[config.mk]
export PLATFORM = sky130hd
export DESIGN_NAME = mag_ants
export DESIGN_NICKNAME = d
export VERILOG_FILES = /design/src/assert_macros.svh /design/src/mag_ants.sv
export SDC_FILE = /design/constraint.sdc
export NUM_CORES = 1
export LEC_CHECK = 0
export BUFFER_PORTS_ARGS = -buffer_cell sky130_fd_sc_hd__buf_2
export CELL_PAD_IN_SITES_DETAIL_PLACEMENT = 1
export CELL_PAD_IN_SITES_GLOBAL_PLACEMENT = 1
export CORE_ASPECT_RATIO = 0.7
export CORE_MARGIN = 8
export CORE_UTILIZATION = 40
export CTS_CLUSTER_DIAMETER = 40
export DETAILED_ROUTE_END_ITERATION = 6
export MAX_ROUTING_LAYER = met4
export PLACE_DENSITY = 0.61
export SYNTH_ARGS = -nofsm -noshare
export SYNTH_HDL_FRONTEND = slang
export SYNTH_SLANG_ARGS = --single-unit
[constraint.sdc]
create_clock -name clk_i -period 2.45 [get_ports clk_i]
set_input_delay 0 -clock clk_i [delete_from_list [all_inputs] [get_ports clk_i]]
set_output_delay 0 -clock clk_i [all_outputs]
set_load 0.1 [all_outputs]
[src/assert_macros.svh]
// ----------------------------------------------------------------------------
// assert_macros: shared concurrent assertion macros
// clocked on clk_i, disabled while rst_ni is low
// ----------------------------------------------------------------------------
`ifndef ASSERT_MACROS_SVH
`define ASSERT_MACROS_SVH

// property must hold at every clock edge out of reset
`define MAG_ASSERT(lbl, prop, msg) \
  lbl: assert property (@(posedge clk_i) disable iff (!rst_ni) prop) else $error(msg);

// condition must never be seen at a clock edge out of reset
`define MAG_NEVER(lbl, cond, msg) \
  lbl: assert property (@(posedge clk_i) disable iff (!rst_ni) !(cond)) else $error(msg);

`endif

[src/mag_ants.sv]
// ----------------------------------------------------------------------------
// mag_ants: ant table memory
// one write port and one registered read port, contents undefined until written
// ----------------------------------------------------------------------------
module mag_ants #(
  parameter int unsigned DEPTH = 16,
  parameter int unsigned AW    = 4,
  parameter int unsigned DW    = 22
) (
  input  logic          clk_i,
  input  logic          we_i,
  input  logic [AW-1:0] waddr_i,
  input  logic [DW-1:0] wdata_i,
  input  logic          re_i,
  input  logic [AW-1:0] raddr_i,
  output logic [DW-1:0] rdata_o
);

  logic [DW-1:0] mem_q [DEPTH];
  logic [DW-1:0] rdata_q;

  always_ff @(posedge clk_i) begin
    if (we_i) begin
      mem_q[waddr_i] <= wdata_i;
    end
  end

  always_ff @(posedge clk_i) begin
    if (re_i) begin
      rdata_q <= mem_q[raddr_i];
    end
  end

  assign rdata_o = rdata_q;

endmodule

==> results of run 1 <==
## layout by cell type (no fill, tap or decap)
| master | count |
|---|---|
| or3b_2 | 1 |
| nand3b_1 | 2 |
| bufinv_16 | 4 |
| clkinvlp_4 | 2 |
| inv_8 | 1 |
| nor3_2 | 3 |
| nor2b_2 | 1 |
| buf_4 | 30 |
| nor3_4 | 1 |
| buf_2 | 52 |
| nand3_1 | 1 |
| clkinv_4 | 3 |
| nand2b_1 | 2 |
| clkbuf_1 | 4 |
| dlygate4sd3_1 | 22 |
| nor2_2 | 13 |
| a22oi_2 | 20 |
| mux4_2 | 88 |
| nor2b_4 | 1 |
| inv_6 | 6 |
| clkinv_2 | 6 |
| clkbuf_16 | 41 |
| buf_6 | 1 |
| and2_1 | 1 |
| a22oi_1 | 24 |
| edfxtp_1 | 374 |
| nand2_1 | 23 |
| buf_12 | 5 |
| clkinv_1 | 8 |
## logic make-up (layout without fill, tap and decap cells)
group	Yosys count	in the layout
flops	374	374
mux	88	88
simple gates	49	49
compound gates	44	44
buf+inv	28	185
## where the power goes
group	switching (mW)	leakage, nW	total [mW]	internal (mW)
clock network	2.51	0.648	6.05	3.53
registers	0.0423	3.40	7.25	7.21
logic	0.617	1.31	0.916	0.299
total	3.17	5.36	14.2	11.0
## layout make-up
class,instances,area share [%]
tap,472,3.545
clock buffer,45,6.248
timing repair buffer,110,4.904
sequential,374,67.41
multi-input combinational,181,16.18
clock inverter,30,1.712
## timing repair
item | in CTS | in global routing
endpoints found under the hold margin | 352 | 0
setup buffers | 0 | 0
hold buffers | 22 | 0
## tightest hold or removal path, cell delays in order
cell    delay [ns]
buf_2         0.20
nor3_4        0.07
buf_4         0.17
## state kept, by name (all words and copies together) (netlist names)
name	cells
mem_q	352
rdata_o	22
## metal layers
layer  share of wire [%]  routed length (µm)  global-route usage [%]  vias up
met1                  44               14010                   21.21     3470
met4                 1.8                 581                   4.062        0
met5                   0                   0                       -        -
met3                 6.0                1909                   3.050       57
met2                  49               15570                   25.25      203
li1                    -                   -                       -     2757
## how the worst min path moves through the flow
stage	from	endpoint	slack, ns	depth (start not counted)
final	waddr_i[0]	mem_q[0][13]$_DFFE_PP_	0.09	3
after floorplan	wdata_i[0]	mem_q[0][0]$_DFFE_PP_	0.1	0
after global placement	wdata_i[12]	mem_q[2][12]$_DFFE_PP_	0.35	1
after global routing	waddr_i[0]	mem_q[0][13]$_DFFE_PP_	0.07	3
after detailed placement	wdata_i[6]	mem_q[5][6]$_DFFE_PP_	0.39	1
after CTS	waddr_i[0]	mem_q[0][13]$_DFFE_PP_	0.06	3
==> results.py, run 1 <==
metrics = {
    "synth": {
        "synth-adder-area-share_pct": 0,
        "synth_most_common_cell": "edfxtp_1",
        "synth-xor-area-share_pct": 0,
        "ys_top_cells_by_count": "374 x edfxtp_1, 88 x mux4_2, 24 x a22oi_1",
        "syn_avg_cell_area_um2": 24.09,
        "ys_seq_area_share_pct": 79.98,
        "synth-seq-cells": 374,
        "synthesis.nets": 616,
        "synth_top_family_by_area": "multiplexers",
        "ys_types": 19,
        "synth_edf_count": 374,
        "synth_simple_gate_area_share_pct": 1.533,
        "synthCells": 583,
        "synth_async_sr_flop_share_pct": 0,
        "syn_area_um2": 14040,
        "synth.area.mux_share_pct": 14.11,
        "yosysWarnings": 0,
        "yosys.area.top_type": "edfxtp_1",
        "synth_ff_type": "edfxtp_1",
        "synth_compound_area_share_pct": 3.065,
        "yosys.area.top_type_share_pct": 79.98,
        "synth.area.top_cells": "edfxtp_1 80%, mux4_2 14%, a22oi_2 1.8%",
    },
    "timing": {
        "rsz0062_at_grt": "no",
        "worst_pin_slew_ns": 0.9242,
        "finalSetupTns_ns": 0,
        "maxSlewHeadroom_pct": 38.39,
        "finalCriticalPeriod_ns": 1.455,
        "clock_skew_ns": 0.01370,
        "setup_viol": 0,
        "hold_viol": 0,
        "drv_slew": 0,
        "fin_hold_ws_ns": 0.08533,
        "timing.fmax_mhz": 687.3,
        "period_share_pct": 59.39,
        "worst_slack_ns": 0.9949,
    },
    "cts": {
        "clockBufferDepth": 3,
        "h-tree-depth": 2,
        "path_clk_slew_ns": 0.06,
        "cts_tree": "yes",
        "insertion_delay_ns": 0.53,
        "cts_buffers": 41,
        "clock-sinks": 374,
        "post_cts_resize_count": 0,
        "ctsRootBufferMaster": "clkbuf_16",
    },
    "power": {
        "powerDensity_nw_per_um2": 853.1,
        "total_power_mw": 14.21,
        "irDropWorstVdd_mv": 0.6312,
        "p_leak_nw": 5.355,
    },
    "worst_setup_path": {
        "start_kind": "register",
        "crit_arrival_ns": 1.72,
        "crit_buf_inv": 0,
        "r2r_start": "mem_q[2][20]$_DFFE_PP_",
        "crit_required_ns": 2.72,
        "endpoint": "rdata_o[20]$_DFFE_PP_",
        "critPathTopFamily": "multiplexers",
        "crit_start": "mem_q[2][20]$_DFFE_PP_",
        "cpPeakStageDelay_ns": 0.47,
        "reg2reg_slack_ns": 0.99,
        "crit_path_cell_trace": "mux4_2 -> a22oi_1 -> nand2_1",
        "r2r_end": "rdata_o[20]$_DFFE_PP_",
        "cp-end-kind": "register",
        "cpMaxStageDelayCell": "mux4_2",
        "cp.depth": 3,
        "ff2ff_path_depth": 3,
        "critPathMaxFanout": 1,
        "critical_path_class": "reg2reg",
    },
    "detailed_routing": {
        "finalWirelength_mm": 32.07,
        "drtIter0Drc": 493,
        "postRouteAntennaNets": 0,
        "routed-via-count": 6487,
        "via_per_inst": 5.352,
        "detail_route.wl_per_cell_um": 26.46,
        "first_pass_iters": 7,
        "drcViolationCount": 0,
    },
    "global_route": {
        "grt-ovfl-total": 0,
        "track_usage_pct": 15.94,
        "antenna_found_initial": 0,
        "grt_max_degree": 32,
        "grt_pass1_wl_mm": 47.11,
        "grt_pass1_vias": 7186,
    },
    "die": {
        "die_y_um": 172.8,
        "dieWidth_um": 239.9,
        "ios": 55,
        "start_util_pct": 40.51,
        "die_area_um2": 41450,
        "row_count": 57,
        "core_area_um2": 34660,
    },
    "worst_hold_path": {
        "min_path_type": "in2reg",
    },
    "layout": {
        "drive_gt1_share_pct": 37.70,
        "seq_area_um2": 11230,
        "antenna_cells": 0,
        "stdcell_count": 1212,
        "layout.nets": 741,
        "fin_util_pct": 48.07,
        "fillCellCount": 3128,
        "postLayoutCellArea_um2": 16660,
        "syn_to_final_growth_pct": 18.65,
        "multi_input_area_um2": 2696,
    },
    "placement": {
        "port-buffer-count": 54,
        "place_congestion": 0.7298,
        "dp_hpwl_mm": 17.68,
        "dpl_cell_area_um2": 15110,
        "pre_cts_ws_ns": 0.6741,
        "placed_cells": 1115,
    },
    "run": {
        "max-cap-violations": 0,
    },
    "status": {
        "status": "complete, no violations",
    },
}
No activity file was read; power rests on OpenSTA's default activity.
==> run 2: changes to the inputs <==
--- a/config.mk
+++ b/config.mk
@@ -14,7 +14,7 @@
 export CTS_CLUSTER_DIAMETER = 40
 export DETAILED_ROUTE_END_ITERATION = 6
 export MAX_ROUTING_LAYER = met4
-export PLACE_DENSITY = 0.61
+export PLACE_DENSITY = 0.59
 export SYNTH_ARGS = -nofsm -noshare
 export SYNTH_HDL_FRONTEND = slang
 export SYNTH_SLANG_ARGS = --single-unit
==> constraint.sdc (replaced) <==
create_clock -name clk_i -period 1.5 [get_ports clk_i]
set_input_delay 0 -clock clk_i [delete_from_list [all_inputs] [get_ports clk_i]]
set_output_delay 0 -clock clk_i [all_outputs]
set_load 0.1 [all_outputs]
==> run 2 against run 1 <==
  * Non-clock buffer count up 14
  * Utilization is 1.6 points higher
  * Clock power up 74%
  * Sequential cell count is the same
  * Via count rose by 0.77%
  * Power grew 69%
  * Hold slack worse by 0.062 ns
  * Die area unchanged
  * Cell count rose by 1.4%
  * Setup slack got worse by 0.91 ns
  * Wire length up 2.5%
  * Count of clock-buffer cells in the layout rose by 6
  * Highest routed layer unchanged
==> results.py, run 2 (same netlist as run 1, synthesis figures left out) <==
metrics = {
    "worst_setup_path": {
        "critical_path_class": "reg2reg",
        "critPathTopFamily": "multiplexers",
        "crit_required_ns": 1.78,
        "cp.depth": 3,
        "start_kind": "register",
        "cpPeakStageDelay_ns": 0.48,
        "crit_buf_inv": 0,
        "critPathMaxFanout": 1,
        "cp-end-kind": "register",
        "ff2ff_path_depth": 3,
        "crit_path_cell_trace": "mux4_2 -> a22oi_1 -> nand2_1",
        "cpMaxStageDelayCell": "mux4_2",
        "crit_arrival_ns": 1.69,
    },
    "global_route": {
        "grt_pass1_vias": 7145,
        "grt_max_degree": 40,
        "track_usage_pct": 16.55,
        "antenna_found_initial": 1,
        "grt_pass1_wl_mm": 48.32,
        "grt-ovfl-total": 0,
    },
    "timing": {
        "worst_slack_ns": 0.08476,
        "period_share_pct": 94.35,
        "setup_viol": 0,
        "finalCriticalPeriod_ns": 1.415,
        "finalSetupTns_ns": 0,
        "rsz0062_at_grt": "no",
        "timing.fmax_mhz": 706.6,
        "worst_pin_slew_ns": 1.042,
        "clock_skew_ns": 0.02748,
        "drv_slew": 0,
        "hold_viol": 0,
        "maxSlewHeadroom_pct": 30.37,
    },
    "die": {
        "row_count": 57,
        "core_area_um2": 34660,
        "die_y_um": 172.8,
        "start_util_pct": 40.51,
        "die_area_um2": 41450,
        "dieWidth_um": 239.9,
        "ios": 55,
    },
    "layout": {
        "final_common_cell": "edfxtp_1",
        "largest_register_ffs": 352,
        "fin_util_pct": 49.63,
        "syn_to_final_growth_pct": 22.51,
        "largest_register": "mem_q",
        "layout.nets": 758,
        "fillCellCount": 3053,
        "drive_gt1_share_pct": 38.89,
        "final_cell_mix": "374 x edfxtp_1, 88 x mux4_2, 52 x buf_2, 45 x clkbuf_16, 29 x buf_12",
        "postLayoutCellArea_um2": 17200,
    },
    "cts": {
        "clockBufferDepth": 3,
        "clock-sinks": 374,
        "path_clk_slew_ns": 0.05,
        "cts_buffers": 44,
        "insertion_delay_ns": 0.55,
        "post_cts_resize_count": 0,
        "cts_tree": "yes",
        "ctsRootBufferMaster": "clkbuf_16",
        "hold_buffers": 23,
        "h-tree-depth": 2,
        "cts_setup_buffers": 0,
    },
    "power": {
        "p_int_mw": 18.71,
        "p_leak_nw": 5.545,
        "power_frac_clock_pct": 43.9,
        "powerDensity_nw_per_um2": 1393,
        "p_seq_share_pct": 49.4,
        "p_sw_mw": 5.255,
        "p_sw_share_pct": 21.93,
        "irDropWorstVdd_mv": 0.6662,
        "p_comb_share_pct": 6.7,
    },
    "placement": {
        "dpl_cell_area_um2": 15530,
        "dp_hpwl_mm": 18.17,
        "place_congestion": 0.7583,
        "port-buffer-count": 54,
        "pre_cts_ws_ns": -0.06686,
    },
    "detailed_routing": {
        "first_pass_iters": 4,
        "postRouteAntennaNets": 0,
        "detail_route.wl_per_cell_um": 26.74,
        "routed-via-count": 6537,
        "finalWirelength_mm": 32.87,
        "drtIter0Drc": 599,
        "via_per_inst": 5.319,
        "drcViolationCount": 0,
    },
    "worst_hold_path": {
        "min_path_type": "in2reg",
        "hold_depth": 4,
    },
    "run": {
        "max-cap-violations": 0,
    },
    "status": {
        "status": "complete, no violations",
    },
}
==> run 2: power groups by stage <==
stage | clock network, mW | logic (mW) | registers (mW)
after floorplan | 0 | 0.621 | 12.4
after global placement | 0 | 1.54 | 12.0
after detailed placement | 0 | 1.57 | 12.1
after CTS | 10.8 | 1.62 | 11.8
after global routing | 11.1 | 1.70 | 11.9
final | 10.5 | 1.59 | 11.8
==> run 2: through the flow <==
step | total power, mW | std cells | hold slack (ns)
after floorplan | 13.04 | 583 | 0.09887
after global placement | 13.58 | 1128 | 0.3656
after detailed placement | 13.64 | 1128 | 0.3905
after CTS | 24.26 | 1228 | 0.006631
after global routing | 24.70 | 1229 | 0.03335
final | 23.97 | 1229 | 0.02370
==> run 2: path summary, 6_finish.rpt <==
check                               from                    end  slack, ns
setup reg to reg   mem_q[3][0]$_DFFE_PP_   rdata_o[0]$_DFFE_PP_       0.08
hold / removal                raddr_i[0]  rdata_o[16]$_DFFE_PP_       0.02
hold reg to reg   mem_q[7][18]$_DFFE_PP_  rdata_o[18]$_DFFE_PP_       0.74
setup / recovery   mem_q[3][0]$_DFFE_PP_   rdata_o[0]$_DFFE_PP_       0.08
==> run 2: cell type report <==
cell class	count	area, µm²	share of cell area, %
Antenna cell	1	2.502	0.01455
Clock buffer	51	1149	6.677
Clock inverter	26	290.3	1.687
Multi-Input combinational cell	181	2715	15.78
Sequential cell	374	11230	65.29
Tap cell	472	590.6	3.433
Timing Repair Buffer	124	1225	7.121
==> run 2: metal layers <==
layer / part of all wire (%) / up-vias / routed length, µm / track usage, %
met3: 5.2 / 48 / 1716 / 3.050
met4: 1.7 / 0 / 572 / 3.885
met5: 0 / - / 0 / -
met2: 46 / 175 / 14990 / 24.38
li1: - / 2798 / - / -
met1: 47 / 3516 / 15590 / 23.88
==> run 2: tightest hold or removal path: stages <==
cell,delay [ns]
buf_6,0.12
mux4_2,0.23
a22oi_2,0.05
nand2_1,0.05
