File: src/assert_macros.svh
// ----------------------------------------------------------------------------
// assert_macros: shared concurrent assertion macros
// clocked on clk_i, disabled while rst_ni is low
// ----------------------------------------------------------------------------
`ifndef ASSERT_MACROS_SVH
`define ASSERT_MACROS_SVH

// property must hold at every clock edge out of reset
`define MAG_ASSERT(lbl, prop, msg) \
  lbl: assert property (@(posedge clk_i) disable iff (!rst_ni) prop) else $error(msg);

// condition must never be seen at a clock edge out of reset
`define MAG_NEVER(lbl, cond, msg) \
  lbl: assert property (@(posedge clk_i) disable iff (!rst_ni) !(cond)) else $error(msg);

`endif

File: src/mag_pkg.sv
// ----------------------------------------------------------------------------
// mag_pkg: shared types and constants of the multi-ant grid walker
// result kinds, headings, register indexes and the microcode program
// ----------------------------------------------------------------------------
package mag_pkg;

  localparam int unsigned CFG_W     = 9;
  localparam int unsigned XY_W      = 8;
  localparam int unsigned DIR_W     = 2;
  localparam int unsigned IDX_OUT_W = 4;
  localparam int unsigned REG_IDX_W = 2;

  localparam logic [REG_IDX_W-1:0] REG_GRID_WIDTH  = 2'd0;
  localparam logic [REG_IDX_W-1:0] REG_GRID_HEIGHT = 2'd1;

  typedef enum logic [1:0] {
    KIND_ADDED    = 2'd0,
    KIND_REJECTED = 2'd1,
    KIND_UPDATE   = 2'd2
  } kind_e;

  typedef enum logic {
    FUNC_ADD  = 1'b0,
    FUNC_TICK = 1'b1
  } func_e;

  typedef enum logic [1:0] {
    DIR_NORTH = 2'd0,
    DIR_EAST  = 2'd1,
    DIR_WEST  = 2'd2,
    DIR_SOUTH = 2'd3
  } dir_e;

  // microcode step addresses
  typedef enum logic [2:0] {
    UPC_IDLE    = 3'd0,
    UPC_ADD     = 3'd1,
    UPC_ANT_RD  = 3'd2,
    UPC_WRAP    = 3'd3,
    UPC_GRID_RD = 3'd4,
    UPC_FLIP    = 3'd5
  } upc_e;

  typedef enum logic [1:0] {
    JMP_NEXT     = 2'd0,
    JMP_DISPATCH = 2'd1,
    JMP_IDLE     = 2'd2,
    JMP_LOOP     = 2'd3
  } jmp_e;

  typedef struct packed {
    logic accept;
    logic wait_out;
    logic ant_rd;
    logic wrap_ld;
    logic grid_rd;
    logic emit_add;
    logic emit_upd;
    jmp_e jmp;
  } ucode_t;

  typedef struct packed {
    logic func_tick;
    logic no_ants;
    logic last_ant;
    logic out_free;
    logic grid_ready;
  } seq_stat_t;

  typedef struct packed {
    ucode_t cw;
    logic   fire;
  } seq_ctrl_t;

  function automatic ucode_t ucode_rom(upc_e pc);
    ucode_t w;
    w = '0;
    case (pc)
      UPC_IDLE: begin
        w.accept = 1'b1;
        w.jmp    = JMP_DISPATCH;
      end
      UPC_ADD: begin
        w.wait_out = 1'b1;
        w.emit_add = 1'b1;
        w.jmp      = JMP_IDLE;
      end
      UPC_ANT_RD: begin
        w.ant_rd = 1'b1;
        w.jmp    = JMP_NEXT;
      end
      UPC_WRAP: begin
        w.wrap_ld = 1'b1;
        w.jmp     = JMP_NEXT;
      end
      UPC_GRID_RD: begin
        w.grid_rd = 1'b1;
        w.jmp     = JMP_NEXT;
      end
      UPC_FLIP: begin
        w.wait_out = 1'b1;
        w.emit_upd = 1'b1;
        w.jmp      = JMP_LOOP;
      end
      default: begin
        w.jmp = JMP_IDLE;
      end
    endcase
    return w;
  endfunction

  function automatic dir_e turn_left(dir_e d);
    dir_e r;
    case (d)
      DIR_NORTH: r = DIR_WEST;
      DIR_EAST:  r = DIR_NORTH;
      DIR_WEST:  r = DIR_SOUTH;
      DIR_SOUTH: r = DIR_EAST;
      default:   r = DIR_NORTH;
    endcase
    return r;
  endfunction

  function automatic dir_e turn_right(dir_e d);
    dir_e r;
    case (d)
      DIR_NORTH: r = DIR_EAST;
      DIR_EAST:  r = DIR_SOUTH;
      DIR_WEST:  r = DIR_NORTH;
      DIR_SOUTH: r = DIR_WEST;
      default:   r = DIR_NORTH;
    endcase
    return r;
  endfunction

endpackage

File: src/mag_seq.sv
// ----------------------------------------------------------------------------
// mag_seq: microcode sequencer
// step counter over the control word program with conditional jumps
// ----------------------------------------------------------------------------
module mag_seq (
  input  logic                clk_i,
  input  logic                rst_ni,
  input  logic                in_valid_i,
  input  mag_pkg::seq_stat_t  stat_i,
  output logic                in_ready_o,
  output mag_pkg::seq_ctrl_t  ctrl_o
);

  import mag_pkg::*;

  upc_e   upc_q, upc_d;
  ucode_t cw;
  logic   fire;

  always_comb begin
    cw         = ucode_rom(upc_q);
    in_ready_o = cw.accept && stat_i.grid_ready;
    if (cw.accept) begin
      fire = in_valid_i && stat_i.grid_ready;
    end else begin
      // result steps hold until the output register can take the result
      fire = !cw.wait_out || stat_i.out_free;
    end

    upc_d = upc_q;
    if (fire) begin
      case (cw.jmp)
        JMP_NEXT: upc_d = upc_e'(upc_q + 3'd1);
        JMP_DISPATCH: begin
          if (!stat_i.func_tick) begin
            upc_d = UPC_ADD;
          end else if (stat_i.no_ants) begin
            upc_d = UPC_IDLE;
          end else begin
            upc_d = UPC_ANT_RD;
          end
        end
        JMP_IDLE: upc_d = UPC_IDLE;
        JMP_LOOP: upc_d = stat_i.last_ant ? UPC_IDLE : UPC_ANT_RD;
        default:  upc_d = UPC_IDLE;
      endcase
    end

    ctrl_o.cw   = cw;
    ctrl_o.fire = fire;
  end

  always_ff @(posedge clk_i or negedge rst_ni) begin
    if (!rst_ni) begin
      upc_q <= UPC_IDLE;
    end else begin
      upc_q <= upc_d;
    end
  end

endmodule

File: config.mk
export PLATFORM = sky130hd
export DESIGN_NAME = mag_seq
export DESIGN_NICKNAME = d
export VERILOG_FILES = /design/src/assert_macros.svh /design/src/mag_pkg.sv /design/src/mag_seq.sv
export SDC_FILE = /design/constraint.sdc
export NUM_CORES = 1
export LEC_CHECK = 0
export BUFFER_PORTS_ARGS = -buffer_cell sky130_fd_sc_hd__buf_2
export CAP_MARGIN = 20
export CORE_AREA = 2 2 39 41
export CTS_BUF_LIST = sky130_fd_sc_hd__clkbuf_16
export DETAILED_ROUTE_END_ITERATION = 8
export DIE_AREA = 0 0 41 43
export GPL_TIMING_DRIVEN = 0
export SETUP_SLACK_MARGIN = 0.5
export SYNTH_ARGS = -nofsm -noshare
export SYNTH_HDL_FRONTEND = slang
export SYNTH_SLANG_ARGS = --single-unit
File: constraint.sdc
create_clock -name clk_i -period 1.9 [get_ports clk_i]
set_input_delay 0.19 -clock clk_i [delete_from_list [all_inputs] [get_ports clk_i]]
set_output_delay 0.19 -clock clk_i [all_outputs]
set_load 0.01 [all_outputs]
==> results of run 1 <==
[cell families (layout without fill, tap and decap cells)]
group	after synthesis	count (layout)	share of synthesized area (%)
AO/OA/AOI/OAI	4	4	9.67
adder cells (fa/ha/maj)	5	5	18.6
buffers and inverters	7	42	8.92
flip-flops	3	3	22.3
multiplexers	4	4	14.1
AND/OR/NAND/NOR	13	13	26.4
[critical path: stages, from the launching register on]
cell	delay [ns]
dfrtp_2	0.42
inv_2	0.08
ha_4	0.13
nor2b_4	0.14
mux2_4	0.33
or4b_4	0.52
o211ai_2	0.08
[synthesized netlist by cell type]
library cell	number	area, um2
and2_2	2	15.0
o211ai_2	1	12.5
and2b_2	2	17.5
mux2_2	2	22.5
o21ai_0	1	5.00
nor2_1	1	3.75
o22ai_1	1	6.26
dfrtp_1	3	75.1
mux2_4	1	15.0
o32ai_1	1	8.76
nand2_1	4	15.0
nor2b_2	1	8.76
inv_1	6	22.5
buf_4	1	7.51
or4b_4	1	13.8
nor2b_1	1	6.26
mux2i_1	1	10.0
ha_1	5	62.6
nand2b_2	1	8.76
[power breakdown]
part | internal [mW] | total, mW | switching, mW
logic | 0.715 | 1.18 | 0.464
clock network | 0.272 | 0.330 | 0.0580
registers | 0.0978 | 0.145 | 0.0473
[routing by layer]
metal	part of all wire, %	routed length, um	global-route usage (%)	up-vias
met2	56	518	22.5	5
met1	42	388	16.6	163
met5	0	0	0	-
met3	2.3	21	3.14	0
li1	-	-	-	187
met4	0	0	4.00	0
[layout by cell type, fill, tap and decap left out]
cell type and instances:
buf_2 12, dfrtp_1 2, clkbuf_16 3, dfrtp_2 1
nor2b_4 1, nand2_1 4, or4b_4 1, ha_4 2
inv_1 4, o211ai_2 1, and2b_2 2, o32ai_1 1
mux2i_1 1, and2_4 1, o22ai_2 1, ha_2 1
nor2b_1 1, ha_1 2, and2_2 1, inv_2 3
nor2_4 1, mux2_2 1, nand2b_4 1, buf_4 8
mux2_4 2, o21ai_1 1, buf_6 11, dlygate4sd3_1 1
[worst max path at each step]
stage,start,endpoint,cells after the start
floorplan,upc_q[0],upc_q[0],6
global placement,upc_q[0],upc_q[0],6
detailed placement,upc_q[0],upc_q[0],6
CTS,upc_q[0],upc_q[0],6
global route,upc_q[0],ctrl_o[0],7
finish,upc_q[0],upc_q[0],6
[through the flow]
| step | util (%) | worst slack [ns] | setup TNS, ns | std cells | cell area [um2] |
|---|---|---|---|---|---|
| floorplan | - | 0.0528 | 0 | 36 | 344 |
| global placement | 32.8 | -0.00835 | -0.00835 | 70 | 454 |
| detailed placement | 32.8 | -0.0370 | -0.0370 | 70 | 454 |
| CTS | 51.4 | 0.124 | 0 | 86 | 712 |
| global route | 53.4 | 0.0649 | 0 | 87 | 739 |
| finish | 53.4 | 0.116 | 0 | 87 | 739 |
[area by class of cell]
class / instances / area [um2] / share of cell area (%)
Multi-Input combinational cell: 26 / 288 / 38.9
Tap cell: 16 / 20.0 / 2.71
Timing Repair Buffer: 31 / 246 / 33.3
Clock inverter: 1 / 3.75 / 0.508
Clock buffer: 3 / 75.1 / 10.2
Buffer: 1 / 7.51 / 1.02
Inverter: 6 / 22.5 / 3.05
Sequential cell: 3 / 76.3 / 10.3
[timing repair]
action / CTS / global route
resized for setup: 23 / 3
setup buffers: 11 / 1
hold buffers: 1 / 0
cloned: 0 / 0
hold endpoints to repair: 3 / 0
pin swaps: 5 / 2
endpoints found under the setup margin: 11 / 13
==> flow_summary.json, run 1 <==
{
  "grt_max_degree": 9,
  "die_h_um": 43,
  "finalNetCount": 85,
  "core_area_um2": 1380,
  "yosys_warnings": 0,
  "first_global_vias": 366,
  "ys_seq_area_share_pct": 22.3,
  "ys_seq_elements": 3,
  "relSlewSlack_pct": 79.6,
  "worstSetupEndpointType": "flop",
  "power_mw": 1.65,
  "cts_max_path_buffers": 2,
  "place_congestion": 0.703,
  "portBuffers": 18,
  "regMostFlops": "upc_q",
  "syn-num-nets": 49,
  "wirelength_um": 928,
  "path_clk_slew_ns": 0.03,
  "antenna_found_initial": 0,
  "first_iter_violations": 6,
  "r2r_slack_ns": 0.12,
  "leakagePower_nw": 0.389,
  "drc": 0,
  "antennaDiodeCount": 0,
  "dp_hpwl_um": 580,
  "period_share_pct": 93.9,
  "min_path_type": "input port to asynchronous set/reset pin",
  "path_class": "flop to flop",
  "largestRegisters": "upc_q x3",
  "dieArea_um2": 1760,
  "hold_viol": 0,
  "num_vias": 355,
  "period_minus_slack_ns": 1.78,
  "hold_slack_ns": 0.290,
  "max-vdd-ir-drop_mv": 0.817,
  "syn_to_final_growth_pct": 120,
  "status": "completed",
  "fin_skew_ns": 0.000993,
  "synth_cell_types": 19,
  "cts_tree": "yes",
  "cts_buffers": 3,
  "rows": 14,
  "start_kind": "flop",
  "start_util_pct": 24.3,
  "syn_avg_cell_area_um2": 9.35,
  "cp_max_fo": 4,
  "arrival_ns": 1.92,
  "fillers": 118,
  "cellPowerDensity_nw_per_um2": 2240,
  "ios": 19,
  "slew_viol_final": 0,
  "cts_sinks": 3,
  "fmax_mhz": 561,
  "gr-total-overflow": 0,
  "grt.total_usage_pct": 13.6,
  "drt-wirelength-per-cell_um": 10.7,
  "fp.dieW_um": 41,
  "worstReg2RegStart": "upc_q[0]",
  "crit_required_ns": 2.04,
  "setup_violations": 0,
  "rr_worst_depth": 6,
  "clk_latency_ns": 0.22,
  "worst_pin_slew_ns": 0.306,
  "netlist_instances": 36,
  "via_per_inst": 4.08,
  "htreeDepth": 1,
  "ctsRootBufferMaster": "clkbuf_16",
  "grt_setup_unrepaired": "true",
  "ant_nets": 0,
  "drv_cap": 0,
  "largest_reg_flops": 3,
  "r2r-end": "upc_q[0]",
  "netlist_area_um2": 337,
  "grt_first_pass_wirelength_um": 1610,
  "first_pass_iters": 2,
  "drive_gt1_share_pct": 76.1
}
Note: power is estimated with default switching activity, not from simulation.
==> inputs of run 2 (changes only) <==
clock period = 2.23 ns   (was 1.9 ns; I/O delays follow)
==> flow_summary.json, run 2 (synthesis results as in run 1) <==
{
  "status": "completed",
  "dp_hpwl_um": 591,
  "layout_common_cells": "buf_2 (17), buf_4 (9), inv_1 (4), nand2_1 (4)",
  "seqPwrFrac_pct": 11.2,
  "first_pass_iters": 4,
  "finalNetCount": 81,
  "dieArea_um2": 1760,
  "start_kind": "flop",
  "fmax_mhz": 565,
  "portBuffers": 18,
  "worst_pin_slew_ns": 0.296,
  "final_cells": 83,
  "path_clk_slew_ns": 0.03,
  "crit_required_ns": 2.01,
  "regMostFlops": "upc_q",
  "drive_gt1_share_pct": 70.1,
  "combPwrFrac_pct": 63.9,
  "cts_tree": "yes",
  "cp_slowest_cell": "dfrtp_2",
  "wirelength_um": 819,
  "arrival_ns": 1.55,
  "cp_max_fo": 4,
  "cpMostUsedCell": "inv_2",
  "die_h_um": 43,
  "antennaDiodeCount": 0,
  "r2r_slack_ns": 0.47,
  "setup_tns_ns": 0,
  "hold_viol": 0,
  "largestRegisters": "upc_q x3",
  "core_area_um2": 1380,
  "setup_violations": 0,
  "p_sw_mw": 0.391,
  "drv_cap": 0,
  "rows": 14,
  "cts_max_path_buffers": 2,
  "worstSetupEndpointType": "output port",
  "cts_sinks": 3,
  "first_global_vias": 337,
  "min_path_type": "input port to flop",
  "min_path_cells": 3,
  "ctsRootBufferMaster": "clkbuf_16",
  "htreeDepth": 1,
  "ant_nets": 0,
  "antenna_found_initial": 0,
  "grt_setup_unrepaired": "true",
  "intPower_mw": 0.717,
  "drc": 0,
  "relSlewSlack_pct": 80.2,
  "r2r-end": "upc_q[0]",
  "start_util_pct": 24.3,
  "path_class": "flop to output port",
  "final_common_cell": "buf_2",
  "hold_end": "upc_q[0]",
  "fp.dieW_um": 41,
  "p_clk_share_pct": 25.0,
  "post-place-ws_ns": 0.294,
  "slew_viol_final": 0,
  "power_switching_share_pct": 35.3,
  "setup_slack_ns": 0.459,
  "slowest_delay_ns": 0.42,
  "hold_start": "stat_i[4]",
  "leakagePower_nw": 0.345,
  "place_congestion": 0.704,
  "cellPowerDensity_nw_per_um2": 1780,
  "rr_worst_depth": 6,
  "grt_max_degree": 9,
  "max-vdd-ir-drop_mv": 0.668,
  "drt-wirelength-per-cell_um": 9.87,
  "clk_latency_ns": 0.22,
  "syn_to_final_growth_pct": 85.1,
  "fin_skew_ns": 0.000331,
  "via_per_inst": 4.20,
  "grt_first_pass_wirelength_um": 1410,
  "first_iter_violations": 3,
  "cts_buffers": 3,
  "num_vias": 349,
  "period_share_pct": 79.4,
  "crit_chain": "inv_2 > ha_4 > nor2b_4 > mux2_4 > inv_2 > buf_4 > buf_6",
  "period_minus_slack_ns": 1.77,
  "worstReg2RegStart": "upc_q[0]",
  "gr-total-overflow": 0,
  "ios": 19,
  "fillers": 134,
  "grt.total_usage_pct": 11.8,
  "largest_reg_flops": 3,
  "place_inst": 70
}
==> run 2: cell types whose count changed in the layout (fill, tap and decap cells not counted), sizes merged <==
| cell | before | now |
|---|---|---|
| buf | 31 | 27 |
==> run 2: power by group through the flow <==
stage	Combinational (mW)	Sequential (mW)	Clock [mW]
floorplan	0.389	0.118	0
global placement	0.526	0.131	0
detailed placement	0.537	0.132	0
CTS	0.699	0.124	0.283
global route	0.778	0.129	0.290
finish	0.708	0.124	0.277
==> run 2: worst max path at each step <==
stage	startpoint	end	depth (start not counted)
final	upc_q[0]	ctrl_o[0]	7
after global routing	upc_q[0]	ctrl_o[0]	7
after CTS	upc_q[0]	upc_q[0]	6
after global placement	upc_q[0]	upc_q[0]	6
after floorplan	upc_q[0]	upc_q[0]	6
after detailed placement	upc_q[0]	upc_q[0]	6
==> run 2: cell type report <==
class	count	area [um2]	area share, %
multi-input cells	26	251	40.4
inverters	6	22.5	3.61
flip-flops and latches	3	76.3	12.2
clock buffers	3	75.1	12.0
clock inverters	1	3.75	0.602
well taps	16	20.0	3.21
plain buffers	1	7.51	1.20
repair buffers	27	166	26.7
==> run 2: worst max-delay path, delay by kind of cell, from the launching register on <==
| kind | cells | cell delay, ns |
|---|---|---|
| flip-flops | 1 | 0.42 |
| multiplexers | 1 | 0.33 |
| buffers and inverters | 4 | 0.32 |
| AND/OR/NAND/NOR | 1 | 0.14 |
| adder cells (fa/ha/maj) | 1 | 0.12 |
==> run 2: per-layer routing <==
layer | up-vias | global-route usage [%] | wire length (um)
met4 | 0 | 6.00 | 0
met1 | 163 | 15.2 | 375
met5 | - | 0 | 0
met3 | 0 | 4.71 | 25
li1 | 182 | - | -
met2 | 4 | 16.3 | 418
==> run 2: stage by stage <==
stage | hold slack (ns) | total power [mW] | instance area, um2 | util (%)
after floorplan | -0.0726 | 0.508 | 342 | -
after global placement | 0.0220 | 0.657 | 452 | 32.6
after detailed placement | 0.0240 | 0.669 | 452 | 32.6
after CTS | 0.316 | 1.11 | 616 | 44.5
after global routing | 0.333 | 1.20 | 623 | 45.0
final | 0.318 | 1.11 | 623 | 45.0
==> run 2: timing repair <==
action,in CTS,in global routing
setup endpoints to repair,2,2
hold buffers,1,0
gates resized for setup,8,0
pin swaps,3,1
hold endpoints to repair,3,0
setup buffers,7,1
